==> src/hdl/fdc_pkg.sv <==
// Package with payload types, command kinds and helpers for the floppy disk controller.
package fdc_pkg;

  localparam int unsigned IdleIndexCount   = 15;
  localparam int unsigned DataMarkWindow   = 52;
  localparam int unsigned SectorSearchRevs = 5;
  localparam int unsigned VerifyRevs       = 9;

  localparam logic [15:0] CrcPoly = 16'h1021;
  localparam logic [15:0] CrcSeed = 16'hcdb4;
  localparam logic [7:0]  IdMark  = 8'hfe;
  localparam logic [7:0]  DelMark = 8'hf8;
  localparam logic [7:0]  DatMark = 8'hfb;

  typedef enum logic [1:0] {
    ACT_WRITE = 2'd0,
    ACT_READ  = 2'd1,
    ACT_SLOT  = 2'd2,
    ACT_RESET = 2'd3
  } action_e;

  typedef enum logic [1:0] {
    REG_CMD  = 2'd0,
    REG_TRK  = 2'd1,
    REG_SEC  = 2'd2,
    REG_DATA = 2'd3
  } reg_addr_e;

  typedef enum logic [1:0] {
    STEP_NONE = 2'd0,
    STEP_IN   = 2'd1,
    STEP_OUT  = 2'd2
  } step_e;

  typedef enum logic [3:0] {
    K_NONE    = 4'd0,
    K_RESTORE = 4'd1,
    K_SEEK    = 4'd2,
    K_STEP    = 4'd3,
    K_STEPIN  = 4'd4,
    K_STEPOUT = 4'd5,
    K_RDSEC   = 4'd6,
    K_WRSEC   = 4'd7,
    K_RDADR   = 4'd8,
    K_RDTRK   = 4'd9,
    K_WRTRK   = 4'd10,
    K_VERIFY  = 4'd11,
    K_STOP    = 4'd12
  } kind_e;

  typedef struct packed {
    logic [1:0] action;
    logic [1:0] reg_addr;
    logic [7:0] write_value;
    logic [7:0] disk_byte;
    logic [1:0] disk_field;
    logic       index_pulse;
    logic       track_zero;
    logic       write_protect;
    logic       disk_present;
  } in_item_t;

  typedef struct packed {
    logic [7:0] read_data;
    logic       write_enable;
    logic [7:0] write_byte;
    logic [1:0] step_pulse;
    logic       motor_on;
    logic       side_select;
    logic       irq;
    logic       drq;
  } out_item_t;

  function automatic logic [15:0] crc_add(input logic [15:0] crc, input logic [7:0] v);
    logic [15:0] c;
    c = crc ^ {v, 8'h00};
    for (int i = 0; i < 8; i++) begin
      c = c[15] ? ({c[14:0], 1'b0} ^ CrcPoly) : {c[14:0], 1'b0};
    end
    return c;
  endfunction

endpackage

==> src/hdl/floppy_disk_controller.sv <==
// Floppy disk controller: CPU register port, command sequencer and disk byte slot engine.
// Each input item (a register write, a register read, one disk byte slot or a master reset
// change) is taken into an input register and resolved by combinational logic into the
// controller state and a result register; one item is accepted every cycle unless both the
// input register and the skid stage are full. Results are held in an output register
// with a skid stage, so a stalled result consumer does not stop the next transfer from
// being accepted. Commands advance one step for every disk byte slot; ID fields are checked
// with CRC-16/CCITT seeded 0xCDB4, computed one byte per slot.
module floppy_disk_controller #(
  parameter int unsigned IDLE_INDEX_COUNT   = fdc_pkg::IdleIndexCount,
  parameter int unsigned DATA_MARK_WINDOW   = fdc_pkg::DataMarkWindow,
  parameter int unsigned SECTOR_SEARCH_REVS = fdc_pkg::SectorSearchRevs,
  parameter int unsigned VERIFY_REVS        = fdc_pkg::VerifyRevs
) (
  input  logic               clk_i,
  input  logic               rst_ni,
  input  logic               in_valid_i,
  output logic               in_ready_o,
  input  fdc_pkg::in_item_t  in_data_i,
  output logic               out_valid_o,
  input  logic               out_ready_i,
  output fdc_pkg::out_item_t out_data_o
);

  localparam logic [10:0] IdleCnt = 11'(IDLE_INDEX_COUNT);
  localparam logic [10:0] MarkCnt = 11'(DATA_MARK_WINDOW);
  localparam logic [10:0] SrchCnt = 11'(SECTOR_SEARCH_REVS);
  localparam logic [10:0] VrfyCnt = 11'(VERIFY_REVS);

  // Input register.
  logic              iv_q;
  fdc_pkg::in_item_t it_q;

  // Output register plus skid stage.
  logic               ov_q, sv_q;
  fdc_pkg::out_item_t od_q, sd_q;

  // Controller state.
  logic [7:0]  cmd_q, trk_q, sec_q, dat_q, sts_q;
  logic        busy_q, irq_q, drq_q, side_q, mot_q, dir_q, tmode_q, rstl_q;
  logic [3:0]  kind_q, stp_q;
  logic [2:0]  sub_q;
  logic [10:0] cnt_q;
  logic [15:0] crca_q, crcr_q;
  logic [7:0]  idb_q [5];

  logic [7:0]  cmd_d, trk_d, sec_d, dat_d, sts_d;
  logic        busy_d, irq_d, drq_d, side_d, mot_d, dir_d, tmode_d, rstl_d;
  logic [3:0]  kind_d, stp_d;
  logic [2:0]  sub_d;
  logic [10:0] cnt_d;
  logic [15:0] crca_d, crcr_d;
  logic [7:0]  idb_d [5];
  fdc_pkg::out_item_t res;

  // A new transfer is taken when the input register is empty or moves on in this cycle.
  assign in_ready_o  = !(iv_q && sv_q);
  assign out_valid_o = ov_q;
  assign out_data_o  = od_q;

  // The held item is processed only while the skid stage has room for its result.
  logic fire;
  assign fire = iv_q && !sv_q;

  always_comb begin
    logic [7:0] b, val, rd, mark, com;
    logic [1:0] f;
    logic       idx, t0, wp, dp, we, cdone, idmatch;
    logic [7:0] wb;
    logic [1:0] stp;
    logic [1:0] scan;
    logic [10:0] nc;
    logic [3:0] k;

    cmd_d = cmd_q; trk_d = trk_q; sec_d = sec_q; dat_d = dat_q; sts_d = sts_q;
    busy_d = busy_q; irq_d = irq_q; drq_d = drq_q; side_d = side_q; mot_d = mot_q;
    dir_d = dir_q; tmode_d = tmode_q; rstl_d = rstl_q; kind_d = kind_q; stp_d = stp_q;
    sub_d = sub_q; cnt_d = cnt_q; crca_d = crca_q; crcr_d = crcr_q;
    for (int i = 0; i < 5; i++) idb_d[i] = idb_q[i];

    b = it_q.disk_byte; f = it_q.disk_field; val = it_q.write_value;
    idx = it_q.index_pulse; t0 = it_q.track_zero; wp = it_q.write_protect;
    dp = it_q.disk_present;
    rd = 8'hff; we = 1'b0; wb = 8'h00; stp = fdc_pkg::STEP_NONE;
    mark = 8'h00; com = 8'h00; cdone = 1'b0; idmatch = 1'b0; scan = 2'd0;
    nc = 11'd0; k = fdc_pkg::K_NONE;

    case (fdc_pkg::action_e'(it_q.action))
      fdc_pkg::ACT_WRITE, fdc_pkg::ACT_RESET: begin
        com = val;
        if (it_q.action == fdc_pkg::ACT_RESET) begin
          rstl_d = val[0];
          com    = 8'h03;
          if (!val[0]) busy_d = 1'b0;
        end
        if (it_q.action == fdc_pkg::ACT_WRITE) begin
          case (fdc_pkg::reg_addr_e'(it_q.reg_addr))
            fdc_pkg::REG_TRK:  trk_d = val;
            fdc_pkg::REG_SEC:  sec_d = val;
            fdc_pkg::REG_DATA: begin dat_d = val; drq_d = 1'b0; end
            default: ;
          endcase
        end
        if ((it_q.action == fdc_pkg::ACT_WRITE && it_q.reg_addr == fdc_pkg::REG_CMD &&
             rstl_q) || (it_q.action == fdc_pkg::ACT_RESET && !val[0])) begin
          if (com[7:4] == 4'hd) begin
            kind_d = fdc_pkg::K_STOP; stp_d = 4'd0; sub_d = 3'd0;
          end else if (!busy_d) begin
            cmd_d = com;
            if (com[7:4] == 4'h0) k = fdc_pkg::K_RESTORE;
            else if (com[7:4] == 4'h1) k = fdc_pkg::K_SEEK;
            else if (com[7:5] == 3'b001) k = fdc_pkg::K_STEP;
            else if (com[7:5] == 3'b010) k = fdc_pkg::K_STEPIN;
            else if (com[7:5] == 3'b011) k = fdc_pkg::K_STEPOUT;
            else if ((com & 8'he1) == 8'h80) k = fdc_pkg::K_RDSEC;
            else if (com[7:5] == 3'b101) k = fdc_pkg::K_WRSEC;
            else if ((com & 8'hfb) == 8'hc0) k = fdc_pkg::K_RDADR;
            else if ((com & 8'hfb) == 8'he0) k = fdc_pkg::K_RDTRK;
            else if ((com & 8'hfb) == 8'hf0) k = fdc_pkg::K_WRTRK;
            else k = fdc_pkg::K_STOP;
            kind_d = k; stp_d = 4'd0; sub_d = 3'd0;
            busy_d = 1'b1; sts_d = 8'h00; irq_d = 1'b0;
          end
        end
        if (it_q.action == fdc_pkg::ACT_RESET && !val[0]) sec_d = 8'd1;
      end
      fdc_pkg::ACT_READ: begin
        case (fdc_pkg::reg_addr_e'(it_q.reg_addr))
          fdc_pkg::REG_CMD: begin
            sts_d = sts_q & 8'h7e;
            if (!dp) sts_d[7] = 1'b1;
            if (busy_q) sts_d[0] = 1'b1;
            if (!tmode_q) begin
              sts_d = sts_d & 8'h99;
              if (wp) sts_d[6] = 1'b1;
              if (mot_q) sts_d[5] = 1'b1;
              if (t0) sts_d[2] = 1'b1;
              if (dp && idx) sts_d[1] = 1'b1;
            end else begin
              sts_d[1] = drq_q;
            end
            rd = sts_d;
          end
          fdc_pkg::REG_TRK: rd = trk_q;
          fdc_pkg::REG_SEC: rd = sec_q;
          default: begin rd = dat_q; drq_d = 1'b0; end
        endcase
      end
      default: begin
        // Disk byte slot: one sequencer step.
        // Shared ID field scan used by sector search and verify.
        if (sub_q == 3'd0) begin
          if (idx) scan = 2'd1;
          else if (f == 2'd1) begin
            crca_d = fdc_pkg::crc_add(fdc_pkg::CrcSeed, fdc_pkg::IdMark);
            sub_d = 3'd1;
          end
        end else if (sub_q <= 3'd4) begin
          idb_d[sub_q - 3'd1] = b;
          crca_d = fdc_pkg::crc_add(crca_q, b);
          sub_d = sub_q + 3'd1;
        end else if (sub_q == 3'd5) begin
          crcr_d = {b, 8'h00}; sub_d = 3'd6;
        end else begin
          crcr_d = {crcr_q[15:8], b}; sub_d = 3'd0; scan = 2'd2;
        end
        cdone = (cnt_q <= 11'd1);
        nc    = cdone ? 11'd0 : cnt_q - 11'd1;
        idmatch = idb_q[0] == trk_q && idb_q[2] == sec_q &&
                  (!cmd_q[1] || idb_q[1] == {7'd0, cmd_q[3]});

        case (fdc_pkg::kind_e'(kind_q))
          fdc_pkg::K_RESTORE, fdc_pkg::K_SEEK, fdc_pkg::K_STEP,
          fdc_pkg::K_STEPIN, fdc_pkg::K_STEPOUT: begin
            // Scan outputs are discarded for type I commands.
            crca_d = crca_q; crcr_d = crcr_q; sub_d = sub_q;
            for (int i = 0; i < 5; i++) idb_d[i] = idb_q[i];
            if (stp_q == 4'd0) begin
              tmode_d = 1'b0;
              if (cmd_q[3]) mot_d = 1'b1;
              stp_d = 4'd1;
              if (kind_q == fdc_pkg::K_RESTORE) trk_d = 8'hff;
            end else if (kind_q == fdc_pkg::K_RESTORE && stp_q == 4'd1) begin
              if (t0 || trk_q == 8'd0) begin
                if (!t0) sts_d[4] = 1'b1;
                trk_d = 8'd0; stp_d = 4'd2;
              end else begin
                trk_d = trk_q - 8'd1; stp = fdc_pkg::STEP_OUT;
              end
            end else if (kind_q == fdc_pkg::K_SEEK && stp_q == 4'd1) begin
              if (trk_q == dat_q) stp_d = 4'd2;
              else if (trk_q < dat_q) begin trk_d = trk_q + 8'd1; stp = fdc_pkg::STEP_IN; end
              else begin trk_d = trk_q - 8'd1; stp = fdc_pkg::STEP_OUT; end
            end else if (kind_q == fdc_pkg::K_STEP && stp_q == 4'd1) begin
              stp = dir_q ? fdc_pkg::STEP_IN : fdc_pkg::STEP_OUT;
              if (cmd_q[4]) trk_d = dir_q ? trk_q + 8'd1 : trk_q - 8'd1;
              stp_d = 4'd2;
            end else if ((kind_q == fdc_pkg::K_STEPIN || kind_q == fdc_pkg::K_STEPOUT) &&
                         stp_q == 4'd1) begin
              dir_d = (kind_q == fdc_pkg::K_STEPIN); stp_d = 4'd2;
            end else if ((kind_q == fdc_pkg::K_STEPIN || kind_q == fdc_pkg::K_STEPOUT) &&
                         stp_q == 4'd2) begin
              stp = dir_q ? fdc_pkg::STEP_IN : fdc_pkg::STEP_OUT;
              if (cmd_q[4]) trk_d = dir_q ? trk_q + 8'd1 : trk_q - 8'd1;
              stp_d = 4'd3;
            end else begin
              kind_d = fdc_pkg::K_VERIFY; stp_d = 4'd0; sub_d = 3'd0;
            end
          end
          fdc_pkg::K_VERIFY: begin
            if (stp_q != 4'd1) begin
              crca_d = crca_q; crcr_d = crcr_q; sub_d = sub_q;
              for (int i = 0; i < 5; i++) idb_d[i] = idb_q[i];
            end
            if (stp_q == 4'd0) begin
              if (cmd_q[3:2] != 2'b11) begin
                kind_d = fdc_pkg::K_STOP; stp_d = 4'd0; sub_d = 3'd0;
              end else if (!dp) begin
                sts_d[4] = 1'b1; kind_d = fdc_pkg::K_STOP; stp_d = 4'd0; sub_d = 3'd0;
              end else begin
                cnt_d = VrfyCnt; stp_d = 4'd1;
              end
            end else if (stp_q == 4'd1) begin
              if (scan == 2'd1) begin
                side_d = !side_q; cnt_d = nc;
                if (cdone) begin
                  sts_d[4] = 1'b1; kind_d = fdc_pkg::K_STOP; stp_d = 4'd0; sub_d = 3'd0;
                end
              end else if (scan == 2'd2 && idb_q[0] == trk_q) stp_d = 4'd2;
            end else if (stp_q == 4'd2) begin
              if (crca_q != crcr_q) sts_d[3] = 1'b1;
              stp_d = 4'd3;
            end else begin
              kind_d = fdc_pkg::K_STOP; stp_d = 4'd0; sub_d = 3'd0;
            end
          end
          fdc_pkg::K_RDSEC, fdc_pkg::K_WRSEC: begin
            logic wr;
            logic [3:0] s;
            wr = (kind_q == fdc_pkg::K_WRSEC);
            // Write sector has an extra protect check step; align the rest.
            s = (wr && stp_q >= 4'd2) ? stp_q - 4'd1 : stp_q;
            if (!(s == 4'd1 && !(wr && stp_q == 4'd1))) begin
              crca_d = crca_q; crcr_d = crcr_q; sub_d = sub_q;
              for (int i = 0; i < 5; i++) idb_d[i] = idb_q[i];
            end
            if (stp_q == 4'd0) begin
              tmode_d = 1'b1;
              if (!dp) begin kind_d = fdc_pkg::K_STOP; stp_d = 4'd0; sub_d = 3'd0; end
              else begin mot_d = 1'b1; cnt_d = SrchCnt; stp_d = 4'd1; end
            end else if (wr && stp_q == 4'd1) begin
              if (wp) begin
                sts_d[6] = 1'b1; kind_d = fdc_pkg::K_STOP; stp_d = 4'd0; sub_d = 3'd0;
              end else begin drq_d = 1'b1; stp_d = 4'd2; end
            end else if (s == 4'd1) begin
              if (scan == 2'd1) begin
                cnt_d = nc;
                if (cdone) begin
                  sts_d[4] = 1'b1; kind_d = fdc_pkg::K_STOP; stp_d = 4'd0; sub_d = 3'd0;
                end
              end else if (scan == 2'd2 && idmatch) begin
                if (crca_d != crcr_d) begin
                  sts_d[3] = 1'b1; kind_d = fdc_pkg::K_STOP; stp_d = 4'd0; sub_d = 3'd0;
                end else begin cnt_d = MarkCnt; stp_d = stp_q + 4'd1; end
              end
            end else if (s == 4'd2) begin
              if (cnt_q == 11'd0) begin
                sts_d[4] = 1'b1; kind_d = fdc_pkg::K_STOP; stp_d = 4'd0; sub_d = 3'd0;
              end else begin
                cnt_d = cnt_q - 11'd1;
                if (f[1]) begin
                  idb_d[4] = b;
                  if (wr) begin
                    mark = cmd_q[0] ? fdc_pkg::DelMark : fdc_pkg::DatMark;
                    we = 1'b1; wb = mark;
                  end else begin
                    mark = b;
                    if (b == fdc_pkg::DelMark) sts_d[5] = 1'b1;
                    drq_d = 1'b0;
                  end
                  crca_d = fdc_pkg::crc_add(fdc_pkg::CrcSeed, mark);
                  cnt_d = 11'(12'h080 << idb_q[3][1:0]);
                  stp_d = stp_q + 4'd1;
                end
              end
            end else if (s == 4'd3) begin
              if (drq_q) sts_d[2] = 1'b1;
              drq_d = 1'b1;
              cnt_d = nc;
              if (wr) begin
                crca_d = fdc_pkg::crc_add(crca_q, dat_q);
                we = 1'b1; wb = dat_q;
                if (cdone) begin drq_d = 1'b0; stp_d = 4'd5; end
              end else begin
                dat_d = b;
                crca_d = fdc_pkg::crc_add(crca_q, b);
                if (cdone) stp_d = 4'd4;
              end
            end else if (s == 4'd4) begin
              if (wr) begin
                we = 1'b1;
                if (sub_q == 3'd0) begin wb = crca_q[15:8]; sub_d = 3'd1; end
                else begin
                  wb = crca_q[7:0]; sub_d = 3'd0;
                  if (cmd_q[4]) begin sec_d = sec_q + 8'd1; stp_d = 4'd2; cnt_d = SrchCnt; end
                  else stp_d = 4'd6;
                end
              end else begin
                if (sub_q == 3'd0) begin crcr_d = {b, 8'h00}; sub_d = 3'd1; end
                else begin
                  crcr_d = {crcr_q[15:8], b}; sub_d = 3'd0;
                  if (crca_q != {crcr_q[15:8], b}) begin sts_d[3] = 1'b1; stp_d = 4'd5; end
                  else if (cmd_q[4]) begin
                    sec_d = sec_q + 8'd1; stp_d = 4'd1; cnt_d = SrchCnt;
                  end else stp_d = 4'd5;
                end
              end
            end else begin
              kind_d = fdc_pkg::K_STOP; stp_d = 4'd0; sub_d = 3'd0;
            end
          end
          fdc_pkg::K_RDADR, fdc_pkg::K_RDTRK, fdc_pkg::K_WRTRK: begin
            crca_d = crca_q; crcr_d = crcr_q; sub_d = sub_q;
            for (int i = 0; i < 5; i++) idb_d[i] = idb_q[i];
            if (stp_q == 4'd0) begin
              tmode_d = 1'b1;
              if (!dp) begin kind_d = fdc_pkg::K_STOP; stp_d = 4'd0; sub_d = 3'd0; end
              else begin mot_d = 1'b1; cnt_d = SrchCnt; stp_d = 4'd1; end
            end else if (kind_q == fdc_pkg::K_RDADR) begin
              if (stp_q == 4'd1) begin
                if (idx) begin
                  cnt_d = nc;
                  if (cdone) begin
                    sts_d[4] = 1'b1; kind_d = fdc_pkg::K_STOP; stp_d = 4'd0; sub_d = 3'd0;
                  end
                end else if (f == 2'd1) begin
                  crcr_d = 16'h0000;
                  crca_d = fdc_pkg::crc_add(fdc_pkg::CrcSeed, fdc_pkg::IdMark);
                  cnt_d = 11'd6; drq_d = 1'b0; stp_d = 4'd2;
                end
              end else if (stp_q == 4'd2) begin
                if (drq_q) sts_d[2] = 1'b1;
                dat_d = b; drq_d = 1'b1;
                cnt_d = cnt_q - 11'd1;
                if (cnt_d == 11'd0) begin crcr_d = crcr_q | {8'h00, b}; stp_d = 4'd3; end
                else if (cnt_d == 11'd1) crcr_d = {b, 8'h00};
                else begin
                  if (cnt_d == 11'd5) sec_d = b;
                  crca_d = fdc_pkg::crc_add(crca_q, b);
                end
              end else if (stp_q == 4'd3) begin
                if (crca_q != crcr_q) sts_d[3] = 1'b1;
                stp_d = 4'd4;
              end else begin
                kind_d = fdc_pkg::K_STOP; stp_d = 4'd0; sub_d = 3'd0;
              end
            end else if (kind_q == fdc_pkg::K_RDTRK) begin
              if (stp_q == 4'd1) begin
                if (idx) begin drq_d = 1'b0; stp_d = 4'd2; end
              end else if (stp_q == 4'd2) begin
                if (drq_q) sts_d[2] = 1'b1;
                dat_d = b; drq_d = 1'b1;
                if (idx) stp_d = 4'd3;
              end else begin
                kind_d = fdc_pkg::K_STOP; stp_d = 4'd0; sub_d = 3'd0;
              end
            end else begin
              if (stp_q == 4'd1) begin
                if (wp) begin
                  sts_d[6] = 1'b1; kind_d = fdc_pkg::K_STOP; stp_d = 4'd0; sub_d = 3'd0;
                end else begin drq_d = 1'b1; stp_d = 4'd2; end
              end else if (stp_q == 4'd2) begin
                if (idx) stp_d = 4'd3;
              end else if (stp_q == 4'd3) begin
                if (drq_q) sts_d[2] = 1'b1;
                crca_d = fdc_pkg::crc_add(crca_q, dat_q);
                we = 1'b1; wb = dat_q; drq_d = 1'b1;
                if (idx) begin drq_d = 1'b0; stp_d = 4'd4; end
              end else if (stp_q == 4'd4) begin
                stp_d = 4'd5;
              end else begin
                kind_d = fdc_pkg::K_STOP; stp_d = 4'd0; sub_d = 3'd0;
              end
            end
          end
          fdc_pkg::K_STOP: begin
            crca_d = crca_q; crcr_d = crcr_q; sub_d = sub_q;
            for (int i = 0; i < 5; i++) idb_d[i] = idb_q[i];
            if (stp_q == 4'd0) begin
              irq_d = 1'b1; busy_d = 1'b0;
              if (!mot_q || !dp) begin kind_d = fdc_pkg::K_NONE; stp_d = 4'd0; sub_d = 3'd0; end
              else begin cnt_d = IdleCnt; stp_d = 4'd1; end
            end else if (idx) begin
              cnt_d = nc;
              if (cdone) begin
                mot_d = 1'b0; kind_d = fdc_pkg::K_NONE; stp_d = 4'd0; sub_d = 3'd0;
              end
            end
          end
          default: begin
            crca_d = crca_q; crcr_d = crcr_q;
            for (int i = 0; i < 5; i++) idb_d[i] = idb_q[i];
            kind_d = fdc_pkg::K_NONE; stp_d = 4'd0; sub_d = 3'd0;
          end
        endcase
      end
    endcase

    res.read_data    = rd;
    res.write_enable = we;
    res.write_byte   = wb;
    res.step_pulse   = stp;
    res.motor_on     = mot_d;
    res.side_select  = side_d;
    res.irq          = irq_d;
    res.drq          = drq_d;
  end

  // Input register; it holds its item until the item is processed.
  always_ff @(posedge clk_i or negedge rst_ni) begin
    if (!rst_ni) begin
      iv_q <= 1'b0;
    end else begin
      if (in_valid_i && in_ready_o) iv_q <= 1'b1;
      else if (fire) iv_q <= 1'b0;
    end
  end

  always_ff @(posedge clk_i) begin
    if (in_valid_i && in_ready_o) it_q <= in_data_i;
  end

  // Output register with skid stage.
  always_ff @(posedge clk_i or negedge rst_ni) begin
    if (!rst_ni) begin
      ov_q <= 1'b0;
      sv_q <= 1'b0;
    end else begin
      if (!ov_q || out_ready_i) begin
        ov_q <= sv_q || fire;
        sv_q <= sv_q && fire;
      end else if (fire) begin
        sv_q <= 1'b1;
      end
    end
  end

  always_ff @(posedge clk_i) begin
    if (!ov_q || out_ready_i) begin
      if (sv_q) begin
        od_q <= sd_q;
        if (fire) sd_q <= res;
      end else if (fire) begin
        od_q <= res;
      end
    end else if (fire) begin
      sd_q <= res;
    end
  end

  // Controller state.
  always_ff @(posedge clk_i or negedge rst_ni) begin
    if (!rst_ni) begin
      cmd_q <= '0; trk_q <= '0; sec_q <= '0; dat_q <= '0; sts_q <= '0;
      busy_q <= 1'b1; irq_q <= 1'b1; drq_q <= 1'b0; side_q <= 1'b0; mot_q <= 1'b0;
      dir_q <= 1'b0; tmode_q <= 1'b0; rstl_q <= 1'b0;
      kind_q <= fdc_pkg::K_NONE; stp_q <= '0; sub_q <= '0; cnt_q <= '0;
      crca_q <= '0; crcr_q <= '0;
    end else if (fire) begin
      cmd_q <= cmd_d; trk_q <= trk_d; sec_q <= sec_d; dat_q <= dat_d; sts_q <= sts_d;
      busy_q <= busy_d; irq_q <= irq_d; drq_q <= drq_d; side_q <= side_d; mot_q <= mot_d;
      dir_q <= dir_d; tmode_q <= tmode_d; rstl_q <= rstl_d;
      kind_q <= kind_d; stp_q <= stp_d; sub_q <= sub_d; cnt_q <= cnt_d;
      crca_q <= crca_d; crcr_q <= crcr_d;
    end
  end

  always_ff @(posedge clk_i) begin
    if (fire) begin
      for (int i = 0; i < 5; i++) idb_q[i] <= idb_d[i];
    end
  end

`ifndef ASSERT_OFF
  // The skid stage only fills behind a full output register.
  a_skid_behind_out: assert property (@(posedge clk_i) disable iff (!rst_ni)
    sv_q |-> ov_q) else $error("skid stage full with output register empty");

  // Every taken transfer is held in the input register in the next cycle.
  a_result_follows: assert property (@(posedge clk_i) disable iff (!rst_ni)
    (in_valid_i && in_ready_o) |=> iv_q)
    else $error("accepted transfer was not registered");

  // Write data is zero unless the write gate is on.
  a_wb_gated: assert property (@(posedge clk_i) disable iff (!rst_ni)
    (ov_q && !od_q.write_enable) |-> (od_q.write_byte == 8'h00))
    else $error("write byte without write enable");

  // A controller that has just returned to idle does not assert busy.
  a_idle_not_busy: assert property (@(posedge clk_i) disable iff (!rst_ni)
    (kind_q == fdc_pkg::K_NONE && $past(fire) && $past(kind_q) != fdc_pkg::K_NONE)
    |-> !busy_q) else $error("busy with no command");
`endif

endmodule

==> config.mk <==
export PLATFORM = sky130hd
export DESIGN_NAME = floppy_disk_controller
export DESIGN_NICKNAME = d
export VERILOG_FILES = /design/src/hdl/fdc_pkg.sv /design/src/hdl/floppy_disk_controller.sv
export SDC_FILE = /design/constraint.sdc
export NUM_CORES = 1
export LEC_CHECK = 0
export ABC_CLOCK_PERIOD_IN_PS = 10050
export BUFFER_PORTS_ARGS = -buffer_cell sky130_fd_sc_hd__buf_2
export CAP_MARGIN = 20
export CORE_MARGIN = 2
export CORE_UTILIZATION = 55
export CTS_CLUSTER_SIZE = 14
export DETAILED_ROUTE_END_ITERATION = 16
export PLACE_DENSITY = 0.72
export SLEW_MARGIN = 20
export SYNTH_ARGS = -nofsm -noshare
export SYNTH_HDL_FRONTEND = slang
export SYNTH_SLANG_ARGS = --single-unit
==> constraint.sdc <==
create_clock -name clk_i -period 10.05 [get_ports clk_i]
set_input_delay 1.005 -clock clk_i [delete_from_list [all_inputs] [get_ports clk_i]]
set_output_delay 1.005 -clock clk_i [all_outputs]
set_load 0.02 [all_outputs]
# Word level (Yosys, flattened, before mapping)
# Memories as Yosys holds them, arrays and structs flattened.
# Cells that the tools add are included.
# totals
ff_bits	171
ramBits	40
elab_cells	955
memories	1
# mem_list
name	depth	width	rd	rd_ports_with_merged_regs	wr	line	text
idb_q	5	8	5	0	5	floppy_disk_controller.sv:45	logic [7:0] idb_q [5];
# classes
add_sub_neg	8
n_lt_le_gt_ge	6
n_eq_ne	194
n_shift	1
mux	565
bitwise_logic	37
n_reduce_logical	91
# op_table
op	count
$mux 16	49
$mux 8	87
$mux 4	102
$mux 11	32
$mux 13	24
$mux 40	5
$mux 3	62
$mux 1	137
$mux 23	5
$ne 4x4->1 const B	26
$pmux 16 s3	2
$pmux 8 s2	6
$ne 3x3->1 const B	29
$pmux 40 s2	1
$ne 6x6->1 const B	13
$not 3->3	24
$ne 5x3->1 const B	11
$ne 5x5->1 const B	11
$mux 2	25
$ne 16x16->1	3
$pmux 11 s4	1
$bwmux 40	1
$pmux 4 s5	2
$ne 7x6->1 const B	5
93 further kinds	239

# Longest topological paths before layout
# depth
ltp_word	34
depth_mapped	17

# Worst setup path before layout
# Ideal clock, no wire load.
# synth_timing
path_kind	reg2reg
start	register, netlist name stp_q[1]
end	memory idb_q[0][0] (enable)
setup_ns	0.551
arrival_time_ns	7.212
required_time_ns	9.499
setup_slack_ns	2.287
stages_incl_launch_ff	14
path_cell_list	dfrtp_1 -> clkbuf_1 -> inv_1 -> ha_1 -> buf_2 -> or4b_1 -> a311o_1 -> a22o_1 -> buf_6 -> nor2_8 -> buf_6 -> clkbuf_1 -> nor2_1 -> a2111oi_0
# synth_rtl
item	line
end, declared	floppy_disk_controller.sv:45

# Final worst setup path
# layout_timing
start	register stp_q[0]
end	register cnt_q[0]
# layout_via
elab_chain_len	11
# layout_lines
item	line	text
start, declared	floppy_disk_controller.sv:41	logic [3:0] kind_q, stp_q;
start signal, assigned	floppy_disk_controller.sv:473	kind_q <= kind_d; stp_q <= stp_d; sub_q <= sub_d; cnt_q <= cnt_d;
$ge 4x2->1	floppy_disk_controller.sv:242	s = (wr && stp_q >= 4'd2) ? stp_q - 4'd1 : stp_q;
$logic_and 1x1->1	floppy_disk_controller.sv:242	
$mux 4	floppy_disk_controller.sv:242	
$eq 4x1->1	floppy_disk_controller.sv:243, floppy_disk_controller.sv:255	
$logic_and 1x1->1	floppy_disk_controller.sv:243	if (!(s == 4'd1 && !(wr && stp_q == 4'd1))) begin
$mux 16	floppy_disk_controller.sv:243	
$mux 16	floppy_disk_controller.sv:172	case (fdc_pkg::kind_e'(kind_q))
$mux 16	floppy_disk_controller.sv:88	case (fdc_pkg::action_e'(it_q.action))
$ne 16x16->1	floppy_disk_controller.sv:262	if (crca_d != crcr_d) begin
$ne 5x5->1 (no line)	--	
$reduce_and 19->1 (no line)	--	
end signal, assigned	floppy_disk_controller.sv:473	
end, declared	floppy_disk_controller.sv:43	logic [10:0] cnt_q;
# Parallel ways exist; a longest one is shown, timed or not. The select of a mux whose other input is x is not followed.
# A chain may end at the register's enable or synchronous reset.

==> impl_metrics.env <==
export IMPL_antenna_diode_count=0
export IMPL_timing_final_crit_share_pct=59.5
export IMPL_timing_setup_tns_ns=0
export IMPL_syn_area_per_cell_um2=8.06
export IMPL_fillerInstances=2749
export IMPL_hold_viol_final=0
export IMPL_grt_max_degree=55
export IMPL_final_common_cell="nand2_1"
export IMPL_cts_setup_buffers=0
export IMPL_utilization_pct=59.5
export IMPL_cts_resized=0
export IMPL_chipHeight_um=179
export IMPL_status="finished clean"
export IMPL_final_nets=2111
export IMPL_viasPerCell=7.40
export IMPL_cts_hold_buf=0
export IMPL_rows=64
export IMPL_synth_ff_type="edfxtp_1"
export IMPL_max_cap_violations=0
export IMPL_syn_nets=2151
export IMPL_dieWidth_um=179
export IMPL_clkTransAtPathRegs_ns=0.09
export IMPL_finalSetupViolCount=0
export IMPL_path_cells="inv_1, ha_1, or4b_1, a311o_1, a22oi_2, buf_4, nand2_1, o2111a_1, a2111oi_0, o2111ai_1, nor4_4, o21a_1, mux2_1"
export IMPL_syn_area_um2=16900
export IMPL_dp_cells=2429
export IMPL_synth_async_reset_ratio_pct=50.3
export IMPL_routedWlPerCell_um=29.5
export IMPL_met3_length_um=10800
export IMPL_io_pins=55
export IMPL_groute_usage_overall_pct=45.5
export IMPL_critical_path_buf_inv_count=2
export IMPL_clkSinkCount=197
export IMPL_vias=18200
export IMPL_grt_pass1_wl_um=107000
export IMPL_final_cells=2462
export IMPL_cp_end_kind="flip-flop"
export IMPL_synthAdderAreaFrac_pct=2.14
export IMPL_syn_inst=2093
export IMPL_synth_cell_types=96
export IMPL_worst_path_max_delay_cell="dfrtp_1"
export IMPL_synth_compound_area_share_pct=27.0
export IMPL_routed_wl_um=72700
export IMPL_dp_hpwl_um=51300
export IMPL_synth_edff_count=98
export IMPL_seq_area_frac_synth_pct=32.1
export IMPL_crit_type="reg -> reg"
export IMPL_clk_path_buf_depth=2
export IMPL_ant_nets=0
export IMPL_power_leakage_uw=0.00678
export IMPL_start_util_pct=55.5
export IMPL_synth_top_family_by_area="compound AO/OA/AOI/OAI gates"
export IMPL_coreArea_um2=30400
export IMPL_cellPowerDensity_nw_per_um2=290
export IMPL_root_buffer="clkbuf_16"
export IMPL_final_max_slew_violation_count=0
export IMPL_port_buffers=54
export IMPL_synth_simple_area_share_pct=21.0
export IMPL_timing_final_crit_period_ns=5.98
export IMPL_clkLatencyLatePin_ns=0.47
export IMPL_synth_xor_xnor_area_share_pct=6.98
export IMPL_grt_pass1_vias=16800
export IMPL_finalPower_uw=5250
export IMPL_dr_pass1_iters=7
export IMPL_met2_length_um=29900
export IMPL_areaGrowthSynthToFinish_pct=7.23
export IMPL_hold_class="reg -> reg"
export IMPL_synth_warnings=0
export IMPL_rsz0062_at_grt="no"
export IMPL_final_layout_size_suffix_gt1_share_pct=10.9
export IMPL_slew_headroom_pct=18.2
export IMPL_skew_ns=0.0141
export IMPL_arrival_ns=6.33
export IMPL_dieArea_um2=32100
export IMPL_cts_inserted_buffers=17
export IMPL_fmax_ghz=0.167
export IMPL_antenna_found_initial=1
export IMPL_peakVddDrop_v=0.000172
export IMPL_cp_start_kind="flip-flop"
export IMPL_overflow=0
export IMPL_gp_congestion=1.12
export IMPL_final_cell_mix="nand2_1, nor2_1, o21ai_0"
export IMPL_slowest_delay_ns=0.67
export IMPL_yosys_mux_area_fraction_pct=5.34
export IMPL_worstMarginPinSlew_ns=1.22
export IMPL_cp_top_family="compound AO/OA/AOI/OAI gates"
export IMPL_drc=0
export IMPL_crit_required_ns=10.40
export IMPL_critPathMaxFanout=21
export IMPL_m1WireLength_um=27100
export IMPL_cts_htree_levels=4
export IMPL_ys_ff_latch=197
export IMPL_dr_first_iter_drc_count=3278
export IMPL_cts_tree="built"
export IMPL_top_layer="met5"
## cells in the mapped netlist (20+ instances only)
cell type / instances / share of area, %
nand2_1: 225 / 5.0
nor2_1: 215 / 4.8
o21ai_0: 179 / 5.3
a21oi_1: 173 / 5.1
clkbuf_1: 143 / 3.2
edfxtp_1: 98 / 17
dfrtp_1: 97 / 14
xnor2_1: 75 / 3.9
inv_1: 58 / 1.3
nand3_1: 56 / 1.7
nor3_1: 51 / 1.5
mux2i_1: 45 / 2.7
o22ai_1: 38 / 1.4
xor2_1: 35 / 1.8
ha_1: 28 / 2.1
a31oi_1: 27 / 1.0
o211ai_1: 27 / 1.2
a211oi_1: 25 / 1.1
a22o_1: 22 / 1.1
mux2_2: 22 / 1.5
nand4_1: 22 / 0.82
nand2b_1: 21 / 0.78
a221oi_1: 20 / 1.0
o31ai_1: 20 / 0.89
## cell type report
cell class,instances,area [um^2],area share (%)
Clock inverter,15,206,1.14
Clock buffer,17,425,2.35
Tap cell,396,495,2.74
Timing Repair Buffer,111,704,3.89
Sequential cell,197,5420,30.0
Inverter,59,221,1.22
Multi-Input combinational cell,1667,10600,58.7
## registers in the layout, summed over array words and instances (netlist names), 3 cells and up
register / count
cnt_q: 11
cmd_q: 5
dat_q: 8
it_q: 26
sec_q: 8
sub_q: 3
sts_q: 5
sd_q: 23
kind_q: 4
idb_q: 26
crcr_q: 16
out_data_o: 23
crca_q: 16
stp_q: 4
trk_q: 8
## worst register-to-register path, cell delays in order, from the launching register on
cell and delay, ns:
dfrtp_1 0.67, inv_1 0.24, ha_1 0.43, or4b_1 0.52, a311o_1 0.39, a22oi_2 0.16
buf_4 0.27, nand2_1 0.66, o2111a_1 0.49, a2111oi_0 0.32, o2111ai_1 0.35, nor4_4 0.61
o21a_1 0.41, mux2_1 0.36
## power breakdown
part	switching (uW)	total, uW	internal (uW)
Clock	392	762	370
Sequential	404	1430	1030
Combinational	2000	3050	1060
Total	2790	5250	2450
## through the flow
stage / setup WS, ns / hold WS (ns) / cell area [um^2]
after global routing: 3.93 / 0.539 / 18100
after detailed placement: 4.13 / 0.481 / 17400
after CTS: 4.11 / 0.521 / 18100
after global placement: 4.20 / 0.472 / 17400
final: 4.07 / 0.522 / 18100
after floorplan: 2.29 / 0.460 / 16900
## final timing paths
kind	from	end	slack (ns)	cells after the start
max	stp_q[0]	cnt_q[0]	4.07	13
min	side_q	side_q	0.52	1
max reg2reg	stp_q[0]	cnt_q[0]	4.07	13
min reg2reg	side_q	side_q	0.52	1
max in group asynchronous	rst_ni	sec_q[2]	8.22	2
min in group asynchronous	rst_ni	cnt_q[8]	0.61	1
## cell families (layout without fill, tap and decap cells)
kind of cell	count (synthesis)	in the layout
AOI/OAI and AO/OA	701	701
xor gates and xnor gates	120	120
DFF	197	197
muxes	77	77
adders and majority gates	29	29
and+or+nand+nor	740	740
buffers and inverters	229	202
## routing by layer
metal,track usage [%],vias up
li1,-,7698
met4,26.4,2
met1,59.9,8499
met2,64.8,1607
met5,0,-
met3,15.3,409
No activity file was read; power rests on OpenSTA's default activity.
